==> src/rtl/core/pcpd_pkg.sv <==
// ----------------------------------------------------------------------------
// pcpd_pkg
// Shared types and constants of the prefix-code pixel decoder.
// ----------------------------------------------------------------------------
package pcpd_pkg;

  localparam int DEFAULT_TABLE_DEPTH   = 256;
  localparam int DEFAULT_MAX_CODE_BITS = 32;

  localparam int ENTRY_CODE_W = 32;
  localparam int ENTRY_LEN_W  = 6;
  localparam int COLOR_W      = 8;
  localparam int MODE_W       = 2;

  localparam logic [MODE_W-1:0] MODE_LOAD   = 2'd0;
  localparam logic [MODE_W-1:0] MODE_DECODE = 2'd1;
  localparam logic [MODE_W-1:0] MODE_CLEAR  = 2'd2;

  typedef struct packed {
    logic [ENTRY_CODE_W-1:0] code;
    logic [ENTRY_LEN_W-1:0]  length;
    logic [COLOR_W-1:0]      red;
    logic [COLOR_W-1:0]      green;
    logic [COLOR_W-1:0]      blue;
  } entry_t;

endpackage

==> src/rtl/core/pcpd_match.sv <==
// ----------------------------------------------------------------------------
// pcpd_match
// Shared compare unit: checks one table entry against the pending code.
// ----------------------------------------------------------------------------
module pcpd_match #(
  parameter int MAX_CODE_BITS = pcpd_pkg::DEFAULT_MAX_CODE_BITS,
  localparam int LW = $clog2(MAX_CODE_BITS + 1)
) (
  input  pcpd_pkg::entry_t         entry,
  input  logic [MAX_CODE_BITS-1:0] pend_code,
  input  logic [LW-1:0]            pend_len,
  output logic                     hit
);

  localparam int CMP_W = (MAX_CODE_BITS > pcpd_pkg::ENTRY_CODE_W) ?
                         MAX_CODE_BITS : pcpd_pkg::ENTRY_CODE_W;
  localparam int LCW   = (LW > pcpd_pkg::ENTRY_LEN_W) ? LW : pcpd_pkg::ENTRY_LEN_W;

  logic code_eq;
  logic len_eq;

  assign code_eq = (CMP_W'(entry.code) == CMP_W'(pend_code));
  assign len_eq  = (LCW'(entry.length) == LCW'(pend_len));
  assign hit     = code_eq && len_eq;

endmodule

==> config.mk <==
export PLATFORM = sky130hd
export DESIGN_NAME = pcpd_match
export DESIGN_NICKNAME = d
export VERILOG_FILES = /design/src/rtl/core/pcpd_pkg.sv /design/src/rtl/core/pcpd_match.sv
export SDC_FILE = /design/constraint.sdc
export NUM_CORES = 1
export LEC_CHECK = 0
export ABC_CLOCK_PERIOD_IN_PS = 1600
export BUFFER_PORTS_ARGS = -buffer_cell sky130_fd_sc_hd__buf_2
export CAP_MARGIN = 40
export CORE_UTILIZATION = 21
export DETAILED_ROUTE_END_ITERATION = 16
export MAX_ROUTING_LAYER = met4
export PLACE_DENSITY = 0.78
export SLEW_MARGIN = 30
export SYNTH_ARGS = -nofsm -noshare
export SYNTH_HDL_FRONTEND = slang
export SYNTH_SLANG_ARGS = --single-unit
==> constraint.sdc <==
create_clock -name vclk -period 1.6
set_input_delay 0.48 -clock vclk [all_inputs]
set_output_delay 0.48 -clock vclk [all_outputs]
set_load 0.05 [all_outputs]
Word level (Yosys, flattened, before mapping)
Cells that the tools add are included.
Widths: inputs -> output; s select.
{ "word_totals": {"mem_bits_ro": 0, "n_memories": 0, "output_inout_bits": 1, "word_cells": 3, "mem_bits_rw": 0, "input_bits": 100, "latch_bits": 0, "regBits": 0} }
{ "classes": {"n_addsub": 0, "reduce_logical": 1, "n_bitwise": 0, "div": 0, "n_lt_le_gt_ge": 0, "n_shift": 0, "n_mux": 0, "n_mul": 0, "n_eq_ne": 2} }
{ "ops": {"columns": ["operator", "n"], "rows": [
  ["$eq 32x32->1", 1],
  ["$eq 6x6->1", 1],
  ["$logic_and 1x1->1", 1]
]} }

Logic depth before layout (Yosys ltp)
{ "logic_depth": {"depth_word": 2, "ltp_mapped": 4, "ltp_nobuf": 4} }

Worst setup path after synthesis
OpenSTA, ideal clock, no wires.
{ "synth_timing": {"kind": "input to output", "start": "input pend_code[31]", "end": "output hit", "required_time_ns": 1.120, "path_stages": 4, "n_path_buf": 0, "arrival_ns": 1.675, "slack_ns": -0.555, "path_cell_list": "xor2_1 -> nor4_1 -> nand4_1 -> nor3_2"} }
{ "synth_via": {"elab_chain_len": 2} }
{ "synth_lines": {"columns": ["element", "line_no", "rtl"], "rows": [
  ["start: declaration", "pcpd_match.sv:10", "input logic [MAX_CODE_BITS-1:0] pend_code,"],
  ["$eq 32x32->1", "pcpd_match.sv:22", "assign code_eq = (CMP_W'(entry.code) == CMP_W'(pend_code));"],
  ["$logic_and 1x1->1", "pcpd_match.sv:24", "assign hit = code_eq && len_eq;"],
  ["end: declaration", "pcpd_match.sv:12", "output logic hit"]
]} }
No other way between the ends.

Worst setup path after layout
{ "layout_timing": {"start": "input pend_code[15]", "end": "output hit"} }
Same word-level chain as after synthesis.

==> flow_summary_export.csv <==
group,metric,value,unit
pwr,switching_share,38.5,%
global_routing,antenna_found_initial,0,
finish,antenna_cells,0,
finish,fill_cells,197,
finish,design.seq.count,0,
clock_network,postCtsSetupBuffers,0,
setup_path,cp.arrival,1630,ps
timing,setup_viol,1,
route,wl_met1,441,µm
yosys,syn-num-nets,151,
setup_path,cp-startpoint,"pend_code[15]",
finish,drive_gt1_share,62.0,%
placed_design,portBuffers,77,
yosys,syn_area,417,µm²
timing,tns,-507,ps
timing,layout_min_cycle_time,2110,ps
route,met3_length,80,µm
floorplan,fp.dieArea,2170,µm²
global_routing,grt_usage,11.7,%
route,drt_wl_total,1.40,mm
run_status,violations,"setup timing",
worst_hold_path,hold_path.class,"input pin to primary output",
pwr,vdd_ir_drop_max,0.0785,mV
global_routing,grt_pass1_vias,568,
setup_path,end_kind,"primary output",
flow_run,maxCapViolations,0,
pwr,switchingPower,73.0,µW
timing,tightest_slew,258,ps
yosys,ys_seq_area_share,0,%
route,route.detailed.drc,0,
timing,rsz0062_at_grt,"yes",
route,route.met2.wl,877,µm
finish,ff_latch_area,0,µm²
worst_hold_path,hold_start,"entry[49]",
floorplan,core,1800,µm²
pwr,comb_power_share,100.0,%
pwr,internal_power,116,µW
finish,fin_nets,231,
timing,fmax,475,MHz
timing,hold_viol_final,0,
floorplan,initial_core_util,23.1,%
placed_design,dpl.cell_count,154,
route,first_pass_iters,4,
timing,drv_slew,0,
timing,setup_slack,-507,ps
finish,clock_buffers,0,
pwr,power.total,189,µW
placed_design,gp_congestion,0.678,
setup_path,cp.required,1120,ps
timing,relSlewSlack,82.6,%
floorplan,die_w,46.5,µm
route,vias,651,
pwr,p_per_area,216,nW/µm²
route,wl_per_cell,9.08,µm
floorplan,rows,15,
run_status,status,"complete, but fails checks",
yosys,ys_types,6,
pwr,p_seq_share,0,%
yosys,syn_inst,51,
pwr,power.share.clock,0,%
global_routing,grt_max_degree,2,
pwr,leakagePower,0.497,nW
route,drt_iter0_drc,5,
floorplan,die_y,46.5,µm
finish,utilization,48.8,%
setup_path,worst-setup-path-type,"input pin to primary output",
timing,final.period_utilization,132,%
global_routing,grt_remaining_overflow,0,
placed_design,detailed_place_hpwl,1.33,mm
yosys,avgSynthCellArea,8.17,µm²
setup_path,crit_path_start_kind,"input pin",
route,avgViaCountPerCell,4.23,
finish,instances_no_fill,154,
finish,syn_to_final_growth,111,%
route,detail-route-antenna-nets,0,
route,highest_layer,"met3",
setup_path,crit_fanout,1,
global_routing,grt_pass1_wl,1.90,mm
clock_network,cts_hold_buf,0,
floorplan,io_pins,101,
yosys,yosys_warnings,0,
-- Yosys cell counts, drive strengths merged --
cell type,count,area share (%)
nand4,2,3.0
nor3,1,2.4
xor2,36,76
nor4,9,14
xnor2,2,4.2
nand3,1,1.2
-- area by class of cell --
| type | count | area [µm²] | share of cell area, % |
|---|---|---|---|
| Multi-Input combinational cell | 51 | 429 | 48.9 |
| Timing Repair Buffer | 78 | 418 | 47.6 |
| Tap cell | 25 | 31.3 | 3.56 |
-- power by group through the flow --
| stage | sequential [mW] | clock [mW] | combinational, mW |
|---|---|---|---|
| CTS | 0 | 0 | 0.188 |
| floorplan | 0 | 0 | 0.0686 |
| detailed placement | 0 | 0 | 0.184 |
| global placement | 0 | 0 | 0.178 |
| global route | 0 | 0 | 0.211 |
| finish | 0 | 0 | 0.189 |
-- worst paths after layout --
path                  cells after the start  slack (ps)  end
worst max-delay path                      7        -510  hit
worst min-delay path                      5        1420  hit
-- per-layer routing --
| metal | track usage [%] | vias to the layer above |
|---|---|---|
| met5 | - | - |
| met4 | 0 | 0 |
| met3 | 0 | 0 |
| met2 | 26.9 | 29 |
| met1 | 10.6 | 289 |
| li1 | - | 333 |
-- critical path, stage by stage --
cell and delay, ps:
buf_6 90, xor2_1 150, nor4_1 280, buf_4 150
nand4_1 140, nor3_4 170, buf_6 180
-- kinds of logic (layout without fill, tap and decap cells) --
kind of cell           after synthesis  in the layout  synth area share [%]
buffers and inverters                0             78                     0
AND/OR/NAND/NOR                     13             13                  20.1
XOR/XNOR                            38             38                  79.9
-- layout by cell type (no fill, tap or decap), drive strengths merged --
| cell type | count |
|---|---|
| buf | 78 |
| nand3 | 1 |
| nor4 | 9 |
| xnor2 | 2 |
| xor2 | 36 |
| nor3 | 1 |
| nand4 | 2 |
-- metrics by stage --
| step | area (µm²) | worst slack (ps) | hold slack (ps) |
|---|---|---|---|
| finish | 878 | -507 | 1420 |
| global route | 878 | -644 | 1460 |
| CTS | 860 | -522 | 1440 |
| detailed placement | 847 | -626 | 1490 |
| global placement | 847 | -611 | 1480 |
| floorplan | 423 | -408 | 1210 |
-- what timing repair did --
action | CTS | global route
setup endpoints to repair | 1 | 1
cloned | 0 | 0
pin swaps | 1 | 1
resized for setup | 3 | 3
Note: power is estimated with default switching activity, not from simulation.
